## config.mk

```make
export PLATFORM = sky130hd
export DESIGN_NAME = fmpc_ctrl
export DESIGN_NICKNAME = d
export VERILOG_FILES = /design/src/rtl/fmpc_pkg.sv /design/src/rtl/fmpc_ctrl.sv
export VERILOG_INCLUDE_DIRS = /design/src /design/src/rtl
export SDC_FILE = /design/constraint.sdc
export NUM_CORES = 1
export LEC_CHECK = 0
export BUFFER_PORTS_ARGS = -buffer_cell sky130_fd_sc_hd__buf_2
export CORE_AREA = 4 4 41 43
export CTS_CLUSTER_SIZE = 14
export DETAILED_ROUTE_END_ITERATION = 12
export DIE_AREA = 0 0 45 47
export GPL_ROUTABILITY_DRIVEN = 0
export HOLD_SLACK_MARGIN = 0.03
export PLACE_DENSITY = 0.55
export SKIP_CTS_REPAIR_TIMING = 1
export SLEW_MARGIN = 10
export SYNTH_ARGS = -nofsm -noshare
export SYNTH_HDL_FRONTEND = slang
export SYNTH_SLANG_ARGS = --single-unit
```

## constraint.sdc

```tcl
create_clock -name clk -period 1.8 [get_ports clk]
set_input_delay 0.18 -clock clk [delete_from_list [all_inputs] [get_ports clk]]
set_output_delay 0.18 -clock clk [all_outputs]
set_load 0.1 [all_outputs]
```

## src/rtl/assert_macros.svh

```systemverilog
// Assertion macros used by the classifier controller.
`ifndef ASSERT_MACROS_SVH
`define ASSERT_MACROS_SVH

// Same-cycle implication, disabled during reset.
`define ASSERT_IMPLIES(label, clk, rst, ante, cons) \
  label: assert property (@(posedge clk) disable iff (rst) (ante) |-> (cons)) \
    else $error("assertion failed");

// Next-cycle implication, disabled during reset.
`define ASSERT_NEXT(label, clk, rst, ante, cons) \
  label: assert property (@(posedge clk) disable iff (rst) (ante) |=> (cons)) \
    else $error("assertion failed");

`endif

```

## src/rtl/fmpc_pkg.sv

```systemverilog
// Package with types, codes and constants of the first-match packet classifier.
`default_nettype none

package fmpc_pkg;

  localparam int MAX_RULES_DEF = 64;
  localparam int RULE_COUNT_W  = 7;
  localparam int CFG_INDEX_W   = 2;
  localparam int CFG_DATA_W    = 32;
  localparam int IN_TDATA_W    = 176;
  localparam int OUT_TDATA_W   = 16;
  localparam int RULE_NUM_W    = 6;

  localparam logic [31:0] LOOP_MASK   = 32'hFF00_0000;
  localparam logic [31:0] LOOP_NET    = 32'h7F00_0000;
  localparam logic [15:0] PORT_HIGH   = 16'd1023;
  localparam logic [31:0] INNER_RESET = 32'd167837955;
  localparam logic [31:0] OUTER_RESET = 32'd167838211;

  localparam logic FUNC_WRITE    = 1'b0;
  localparam logic FUNC_CLASSIFY = 1'b1;

  localparam logic [1:0] SEL_SOURCE = 2'd0;
  localparam logic [1:0] SEL_DEST   = 2'd1;
  localparam logic [1:0] SEL_MISC   = 2'd2;

  localparam logic [CFG_INDEX_W-1:0] CFG_RULE_COUNT  = 2'd0;
  localparam logic [CFG_INDEX_W-1:0] CFG_TABLE_VALID = 2'd1;
  localparam logic [CFG_INDEX_W-1:0] CFG_INNER_IP    = 2'd2;
  localparam logic [CFG_INDEX_W-1:0] CFG_OUTER_IP    = 2'd3;

  localparam logic [1:0] DIR_NONE = 2'd0;
  localparam logic [1:0] DIR_ANY  = 2'd3;

  localparam logic [1:0] PROTO_ICMP  = 2'd0;
  localparam logic [1:0] PROTO_UDP   = 2'd2;
  localparam logic [1:0] PROTO_OTHER = 2'd3;

  localparam logic [1:0] ACK_NO  = 2'd1;
  localparam logic [1:0] ACK_YES = 2'd2;
  localparam logic [1:0] ACK_ANY = 2'd3;

  typedef enum logic [2:0] {
    REASON_MATCH    = 3'd0,
    REASON_NO_MATCH = 3'd1,
    REASON_INACTIVE = 3'd2,
    REASON_XMAS     = 3'd3,
    REASON_SPECIAL  = 3'd4
  } reason_t;

  typedef enum logic [1:0] {
    RES_PRE  = 2'd0,
    RES_HIT  = 2'd1,
    RES_MISS = 2'd2
  } res_sel_t;

  typedef struct packed {
    logic        pad;
    logic        want_log;
    logic        xmas_flag;
    logic        ack_flag;
    logic [15:0] dest_port;
    logic [15:0] source_port;
    logic [1:0]  proto_code;
    logic [31:0] dest_ip;
    logic [31:0] source_ip;
    logic [1:0]  direction;
    logic [63:0] word_data;
    logic [7:0]  word_address;
  } in_data_t;

  typedef struct packed {
    logic [4:0]            pad;
    logic                  log_request;
    logic [RULE_NUM_W-1:0] matched_rule;
    reason_t               reason;
    logic                  verdict;
  } out_data_t;

  typedef struct packed {
    logic [1:0]  spare;
    logic        action;
    logic [1:0]  ack;
    logic [1:0]  dir;
    logic [2:0]  proto;
    logic [15:0] dport;
    logic [15:0] sport;
  } rule_misc_t;

  typedef struct packed {
    logic     write_rule;
    logic     capture;
    logic     scan_clear;
    logic     scan_step;
    logic     res_load;
    res_sel_t res_sel;
    logic     out_load;
  } cmd_t;

  typedef struct packed {
    logic decided;
    logic count_zero;
    logic hit;
    logic scan_last;
    logic out_free;
  } status_t;

endpackage

`default_nettype wire

```

## src/rtl/fmpc_ctrl.sv

```systemverilog
// Controller state machine that sequences writes, checks and the rule scan.
`default_nettype none

`include "assert_macros.svh"

module fmpc_ctrl (
  input  wire logic            clk,
  input  wire logic            rst,
  input  wire logic            in_valid,
  input  wire logic            in_func,
  output logic                 in_ready,
  input  wire fmpc_pkg::status_t status,
  output fmpc_pkg::cmd_t       cmd
);

  typedef enum logic [4:0] {
    S_IDLE  = 5'b00001,
    S_CHECK = 5'b00010,
    S_FETCH = 5'b00100,
    S_SCAN  = 5'b01000,
    S_DONE  = 5'b10000
  } state_t;

  state_t state;
  state_t state_next;

  assign in_ready = (state == S_IDLE);

  always_comb begin
    state_next = state;
    cmd        = '0;
    cmd.res_sel = fmpc_pkg::RES_PRE;
    case (state)
      S_IDLE: begin
        if (in_valid) begin
          if (in_func == fmpc_pkg::FUNC_WRITE) begin
            cmd.write_rule = 1'b1;
          end else begin
            cmd.capture = 1'b1;
            state_next  = S_CHECK;
          end
        end
      end
      S_CHECK: begin
        if (status.decided) begin
          cmd.res_load = 1'b1;
          cmd.res_sel  = fmpc_pkg::RES_PRE;
          state_next   = S_DONE;
        end else if (status.count_zero) begin
          cmd.res_load = 1'b1;
          cmd.res_sel  = fmpc_pkg::RES_MISS;
          state_next   = S_DONE;
        end else begin
          cmd.scan_clear = 1'b1;
          state_next     = S_FETCH;
        end
      end
      S_FETCH: begin
        cmd.scan_step = 1'b1;
        state_next    = S_SCAN;
      end
      S_SCAN: begin
        cmd.scan_step = 1'b1;
        if (status.hit) begin
          cmd.res_load = 1'b1;
          cmd.res_sel  = fmpc_pkg::RES_HIT;
          state_next   = S_DONE;
        end else if (status.scan_last) begin
          cmd.res_load = 1'b1;
          cmd.res_sel  = fmpc_pkg::RES_MISS;
          state_next   = S_DONE;
        end
      end
      S_DONE: begin
        if (status.out_free) begin
          cmd.out_load = 1'b1;
          state_next   = S_IDLE;
        end
      end
      default: begin
        state_next = S_IDLE;
      end
    endcase
  end

  always_ff @(posedge clk) begin
    if (rst) begin
      state <= S_IDLE;
    end else begin
      state <= state_next;
    end
  end

  `ASSERT_IMPLIES(a_out_load_free, clk, rst, cmd.out_load, status.out_free)
  `ASSERT_NEXT(a_hit_ends_scan, clk, rst, (state == S_SCAN) && status.hit, state == S_DONE)
  `ASSERT_NEXT(a_write_stays_idle, clk, rst, cmd.write_rule, state == S_IDLE)

endmodule

`default_nettype wire

```

### Yosys cells after proc, flatten, opt, wreduce, memory -nomap -nowiden

Cells that the tools add are included.

* bits in registers: 5

* equal/unequal tests: 9
* mux-type cells: 23
* reduce and logical (&&, ||, !) cells: 2

Operators with widths (number)
* $mux W5: 7
* $pmux W5 S5: 1
* $mux W3: 4
* $mux W1: 8
* $ne A2 B2 Y1 const B: 3
* $pmux W3 S2: 1
* $eq A5 B1 Y1 const B: 1
* $eq A5 B2 Y1 const B: 1
* $eq A5 B3 Y1 const B: 1
* $eq A5 B4 Y1 const B: 1
* $eq A5 B5 Y1 const B: 1
* $mux W2: 2
* $reduce_and A4 Y1: 1
* $ne A3 B3 Y1 const B: 1
* $reduce_or A2 Y1: 1

### Logic depth before layout (Yosys ltp)

Gate-level depths: netlist of run 1.

* depth after elaboration: 3
* depth in mapped cells: 5

### Worst setup path after synthesis of run 1

No wires, ideal clock.

* path type: register to output
* start point: register state[1]
* end point: output cmd[2] in the netlist's numbering
* arrival: 3.015 ns
* required time: 1.620 ns
* slack: -1.395 ns
* cell stages (with the launch flop): 4
* path buffers: 0
* path through: dfxtp_1 > nor3_1 > nand2_1 > o32ai_1

RTL lines
* start, declared: line fmpc_ctrl.sv:24 `state_t state;`
* start signal, assigned: line fmpc_ctrl.sv:90 `state <= state_next;`
* end, declared: line fmpc_ctrl.sv:13 `output fmpc_pkg::cmd_t cmd`

==> impl_summary.txt, run 1 <==
----------------------------------------------------
[Worst setup path]
  CP max stage delay ... 0.35 ns
  Gate family responsible for the most delay along the worst path ... simple AND/OR/NAND/NOR gates
  Worst Path Class, Setup ... flop to output pin
  Slowest cell on crit path ... dfxtp_2
  Most frequent cell on the critical path ... nor3_4
  Sort of element at the start of the critical path ... flop
  Endpoint class of the critical path ... output pin
  CP required ... 1.62 ns
  CP Cell Sequence ... nor3_4, nand3b_1, buf_4, nor3_4, buf_12
  Maximum fanout encountered on the critical timing path ... 6
  Worst EP arrival ... 1.58 ns
  Buf+Inv Stages, Crit Path ... 2

[Yosys]
  Syn Nets ... 54
  Cells taking the most area after synthesis ... dfxtp_1 29%, nor2b_1 9.2%, nor3_2 5.9%
  Number of storage elements in the synthesis netlist ... 5
  Fraction of the yosys area taken by sequential cells ... 29.30%
  Dominant cell type by area after synthesis ... dfxtp_1
  Area of the mapped netlist ... 341.6 um^2
  Post-synthesis instance total ... 45
  Number of distinct library cells after synthesis ... 23
  Area share of the leading cell type in the synthesized netlist ... 29.30%
  Mean area per synthesized cell ... 7.591 um^2
  Synth warnings ... 0

[STA]
  Final Worst Setup Slack ... 0.03935 ns
  Relative slew slack ... 67.86%
  Slew at the pin closest to its max-slew limit ... 0.4855 ns
  Final Max Tran Viols ... 0
  Max Clock Freq ... 568.0 MHz
  Final setup skew ... 0.003741 ns
  Crit share post-route ... 97.81%
  Endpoints failing hold ... 0
  Setup repair after global routing missed its margin ... true
  Shortest clock period the worst path allows after layout ... 1.761 ns
  Final setup violating endpoints ... 0

[CTS]
  CTS Buffer Depth ... 2
  Clock tree from TritonCTS ... yes
  Number of buffers added by the clock tree synthesis step ... 3
  Total clock sinks ... 5
  Clock tree root driver cell ... clkbuf_4
  Depth of the CTS H-tree ... 1
  CTS clk-pin slew, worst paths ... 0.05 ns
  Source-to-sink clock delay at the later pin of the worst-skew pair ... 0.24 ns

[Placement]
  DPL Wire Length ... 746.3 um
  Count of buffers from port buffering ... 17
  Setup slack at placement ... 0.2878 ns

[Die]
  Core Area ... 0.001301 mm^2
  Starting density of the core ... 26.25%
  Die boundary height ... 47 um
  I/O pin count ... 18
  Total die area ... 0.002115 mm^2
  Site row count ... 13
  Die width ... 45 um

[Routing]
  Total vias in the final route ... 396
  Drt total wl ... 940 um
  Final routed wire length divided by cell count ... 11.33 um
  First DRT Iteration DRCs ... 3
  Antenna Nets Post-Route ... 0
  Via/cell ratio ... 4.771
  First-pass detailed-route iteration total ... 3
  Residual DRC ... 0

[Layout]
  Number of flip-flops under the largest register name ... 5
  Layout area overhead ... 81.68%
  Register with the most flip-flops ... state
  Biggest registers after layout ... state: 5 flops
  Fraction of layout cells with a size suffix above 1 ... 47.06%
  Antenna cells ... 0
  Final-stage net count ... 78

[Power and ir drop]
  Peak supply drop ... 0.3693 mV
  Reported leakage power ... 0.2633 nW
  Total power density per cell area ... 604.5 mW/mm^2
  Final Total Pwr ... 0.0003752 W

[Global route]
  All-Layer GR Usage ... 10.82%
  Antenna violations before repair ... 0
  Total congestion overflow ... 0
  Vias in the first global route ... 375
  Maximum number of pins on one net before global-route repair ... 8
  Wire length of the first global-routing pass ... 1600 um

[Flow run]
  Number of maximum-capacitance violations ... 0

[Min path]
  Worst min path class ... input port to flop

[Status]
  Run status ... finished, final reports clean

----------------------------------------------------
[power breakdown]
part	switching (W)	leakage (nW)	internal (W)
Sequential	0.00000605	0.0408	0.000115
Combinational	0.0000821	0.208	0.0000400
Clock	0.0000478	0.0150	0.0000839
Total	0.000136	0.263	0.000239
[synthesized netlist by cell type (all sizes together)]
library cell,instances
nand3,1
and2b,1
o21ai,2
a21oi,4
and2,1
o32ai,1
inv,3
dfxtp,5
nand2,2
o22a,1
nor3b,2
nand2b,1
nor2,5
nor2b,5
nor3,4
xnor2,1
or3,1
o31ai,1
and3,2
nand3b,2
[layout make-up]
type | instances | area [um^2]
Fill cell | 143 | 680.7
Sequential cell | 5 | 102.6
Timing Repair Buffer | 19 | 195.2
Multi-Input combinational cell | 37 | 266.5
Clock buffer | 4 | 26.28
Tap cell | 15 | 18.77
Inverter | 3 | 11.26
[cells in the final DEF, fill, tap and decap left out, drive strengths merged]
cell type | synthesis | routed
a21oi | 4 | 4
and2 | 1 | 1
and2b | 1 | 1
and3 | 2 | 2
buf | 0 | 17
clkbuf | 0 | 6
dfxtp | 5 | 5
inv | 3 | 3
nand2 | 2 | 2
nand2b | 1 | 1
nand3 | 1 | 1
nand3b | 2 | 2
nor2 | 5 | 5
nor2b | 5 | 5
nor3 | 4 | 4
nor3b | 2 | 2
o21ai | 2 | 2
o22a | 1 | 1
o31ai | 1 | 1
o32ai | 1 | 1
or3 | 1 | 1
xnor2 | 1 | 1
[logic make-up after synthesis]
kind of cell    share of synthesized area [%]
xor+xnor                                2.565
buf+inv                                 3.296
simple gates                            47.62
flops                                   29.31
compound gates                          17.21
[final timing paths]
path | from | endpoint | slack, ns | depth (start not counted)
min | rst | state[4] | 0.15 | 2
min reg2reg | state[4] | state[0] | 0.60 | 2
max reg2reg | state[0] | state[2] | 0.46 | 5
max | state[0] | cmd[5] | 0.04 | 5
[metrics by stage]
stage               std cells  utilization [%]  setup TNS, ns  hold slack (ns)  area, um^2
floorplan                  45                -        -0.3878           0.2424       371.6
detailed placement         78            44.04              0           0.3975       573.1
global placement           78            44.04              0           0.4006       573.1
global route               83            47.69       -0.09209           0.1397       620.6
CTS                        82            46.06              0           0.1405       599.3
finish                     83            47.69              0           0.1465       620.6
[per-layer routing]
layer | vias to the layer above | part of all wire (%) | global-route usage [%]
li1 | 202 | - | -
met4 | 0 | 1.5 | 7.018
met1 | 182 | 41 | 11.59
met3 | 2 | 5.3 | 4.981
met2 | 10 | 52 | 17.23
met5 | - | 0 | 0
Note: power is estimated with default switching activity, not from simulation.
==> inputs of run 2 (changes only) <==
SETUP_SLACK_MARGIN = 0.3   (was not set)
==> run 2 against run 1 <==
Cell count up 2.4%. Die area unchanged. Non-clock buffer count up 2. First-iteration DRC count up 130%. Design area up 20%. Hold slack better by 0.021 ns. Via count up 8.1%. Count of clock-buffer cells in the layout unchanged. Combinational power up 25%. Sequential power about the same. Routed wire length up 6.4%. Critical endpoint is now cmd[3].
==> impl_summary.txt, run 2 (synthesized netlist as in run 1, its figures left out) <==
----------------------------------------------------
[STA]
  Post-route worst hold slack ... 0.1673 ns (+0.02075 ns)
  Final setup violating endpoints ... 0 (unchanged)
  Final Max Tran Viols ... 0 (unchanged)
  Shortest clock period the worst path allows after layout ... 1.682 ns (-0.07914 ns)
  Max Clock Freq ... 594.7 MHz (+4.7%)
  Setup repair after global routing missed its margin ... true
  Slew at the pin closest to its max-slew limit ... 0.2767 ns (-0.2088 ns)
  Relative slew slack ... 81.42% (+14 points)
  Final setup skew ... 0.002991 ns (-0.0007498 ns)
  Endpoints failing hold ... 0 (unchanged)
  Crit share post-route ... 93.42% (-4.4 points)
  Post-route setup TNS ... 0 ns (unchanged)

[Min path]
  Worst min path class ... input port to flop
  Endpoint with the worst hold slack ... state[4]
  Launch instance of the worst min-delay path ... rst
  Number of cells on the worst hold path ... 2 (unchanged)

[Worst setup path]
  Buf+Inv Stages, Crit Path ... 2 (unchanged)
  Worst Reg2Reg Path Length in Cells ... 6 (+1)
  CP max stage delay ... 0.37 ns (+0.02 ns)
  CP Cell Sequence ... nor3_4, nand3b_1, o22a_1, clkinvlp_4, buf_12
  Endpoint class of the critical path ... output pin
  Worst R2R End ... state[0]
  Gate family responsible for the most delay along the worst path ... flip-flops
  Slowest cell on crit path ... dfxtp_4
  Worst EP arrival ... 1.50 ns (-0.08 ns)
  CP required ... 1.62 ns (about the same)
  Worst-case register-to-register setup slack ... 0.48 ns (+0.02 ns)
  Maximum fanout encountered on the critical timing path ... 6 (unchanged)
  Beginning of the worst register-to-register path ... state[4]
  Sort of element at the start of the critical path ... flop
  Worst Path Class, Setup ... flop to output pin

[Routing]
  Total vias in the final route ... 428 (+8.1%)
  Via/cell ratio ... 5.035 (+5.5%)
  Drt total wl ... 1000 um (+6.4%)
  Residual DRC ... 0 (unchanged)
  First DRT Iteration DRCs ... 7 (+4)
  First-pass detailed-route iteration total ... 4 (+1)
  Final routed wire length divided by cell count ... 11.76 um (+3.9%)
  Antenna Nets Post-Route ... 0 (unchanged)

[Layout]
  Fraction of layout cells with a size suffix above 1 ... 64.29% (+17 points)
  Final-stage net count ... 80 (+2.6%)
  Number of flip-flops under the largest register name ... 5 (unchanged)
  Register with the most flip-flops ... state
  Biggest registers after layout ... state: 5 flops
  Layout area overhead ... 117.6%
  Post-layout instance area ... 743.2 um^2 (+20%)
  Antenna cells ... 0 (unchanged)
  Commonest cells after routing, fill and taps aside ... 8 x buf_2, 8 x buf_12, 4 x nor2b_1, 4 x buf_4

[Die]
  I/O pin count ... 18 (unchanged)
  Core Area ... 0.001301 mm^2 (unchanged)
  Die boundary height ... 47 um (unchanged)
  Site row count ... 13 (unchanged)
  Total die area ... 0.002115 mm^2 (unchanged)
  Die width ... 45 um (unchanged)
  Starting density of the core ... 26.25% (unchanged)

[Placement]
  DPL Wire Length ... 751.3 um (+0.67%)
  Total cell area at the placement stage ... 601.8 um^2 (+5.0%)
  Count of buffers from port buffering ... 17 (unchanged)

[CTS]
  Depth of the CTS H-tree ... 1 (unchanged)
  CTS Buffer Depth ... 2 (unchanged)
  Total clock sinks ... 5 (unchanged)
  Clock tree root driver cell ... clkbuf_4
  Clock tree from TritonCTS ... yes
  CTS clk-pin slew, worst paths ... 0.04 ns (about the same)
  Source-to-sink clock delay at the later pin of the worst-skew pair ... 0.24 ns (about the same)
  Number of buffers added by the clock tree synthesis step ... 3 (unchanged)

[Global route]
  Vias in the first global route ... 380 (+1.3%)
  Wire length of the first global-routing pass ... 1524 um (-4.8%)
  All-Layer GR Usage ... 9.889% (-0.93 points)
  Antenna violations before repair ... 0 (unchanged)
  Maximum number of pins on one net before global-route repair ... 8 (unchanged)
  Total congestion overflow ... 0 (unchanged)

[Power and ir drop]
  Peak supply drop ... 0.3762 mV (+1.9%)
  Total power density per cell area ... 541.4 mW/mm^2 (-10%)
  Reported leakage power ... 0.2888 nW (+9.7%)

[Status]
  Run status ... finished, final reports clean

[Flow run]
  Number of maximum-capacitance violations ... 0 (unchanged)

----------------------------------------------------
-- run 2: layer usage --
| metal | vias to the layer above | wire [um] | global-route usage, % |
|---|---|---|---|
| met4 | 0 | 11 | 4.678 |
| met3 | 2 | 60 | 3.831 |
| met5 | - | 0 | 0 |
| li1 | 211 | - | - |
| met2 | 15 | 513 | 14.41 |
| met1 | 200 | 414 | 12.79 |
-- run 2: area by class of cell --
type                    instances  area, um^2
clock buffers                   4       26.28
fillers                       122       558.0
inverters                       3       18.77
multi-input cells              37       327.8
flip-flops and latches          5       110.1
well taps                      15       18.77
repair buffers                 21       241.5
-- run 2: worst max path at each step --
stage / cells after the start / startpoint / endpoint / slack, ns
2_1_floorplan: 4 / state[2] / state[2] / -0.02
6_report: 5 / state[0] / cmd[3] / 0.12
3_5_place_dp: 5 / state[1] / cmd[3] / 0.18
5_1_grt: 5 / state[0] / cmd[3] / 0.05
4_1_cts: 5 / state[4] / cmd[3] / -0.08
3_3_place_gp: 5 / state[4] / cmd[3] / 0.22
-- run 2: per-stage QoR --
stage / setup WS (ns) / utilization (%) / instances / total power, W
global placement: 0.2204 / 46.25 / 78 / 0.0002466
global route: 0.04950 / 57.12 / 85 / 0.0004286
CTS: -0.08018 / 48.27 / 82 / 0.0003748
floorplan: -0.02292 / - / 45 / 0.0002114
finish: 0.1185 / 57.12 / 85 / 0.0004024
detailed placement: 0.1826 / 46.25 / 78 / 0.0002470
-- run 2: report_power, final --
part	internal (W)	leakage [nW]	total [W]	switching [W]
Clock	0.0000836	0.0150	0.000127	0.0000434
Combinational	0.0000595	0.231	0.000153	0.0000937
Sequential	0.000114	0.0424	0.000122	0.00000826
Total	0.000257	0.289	0.000402	0.000145
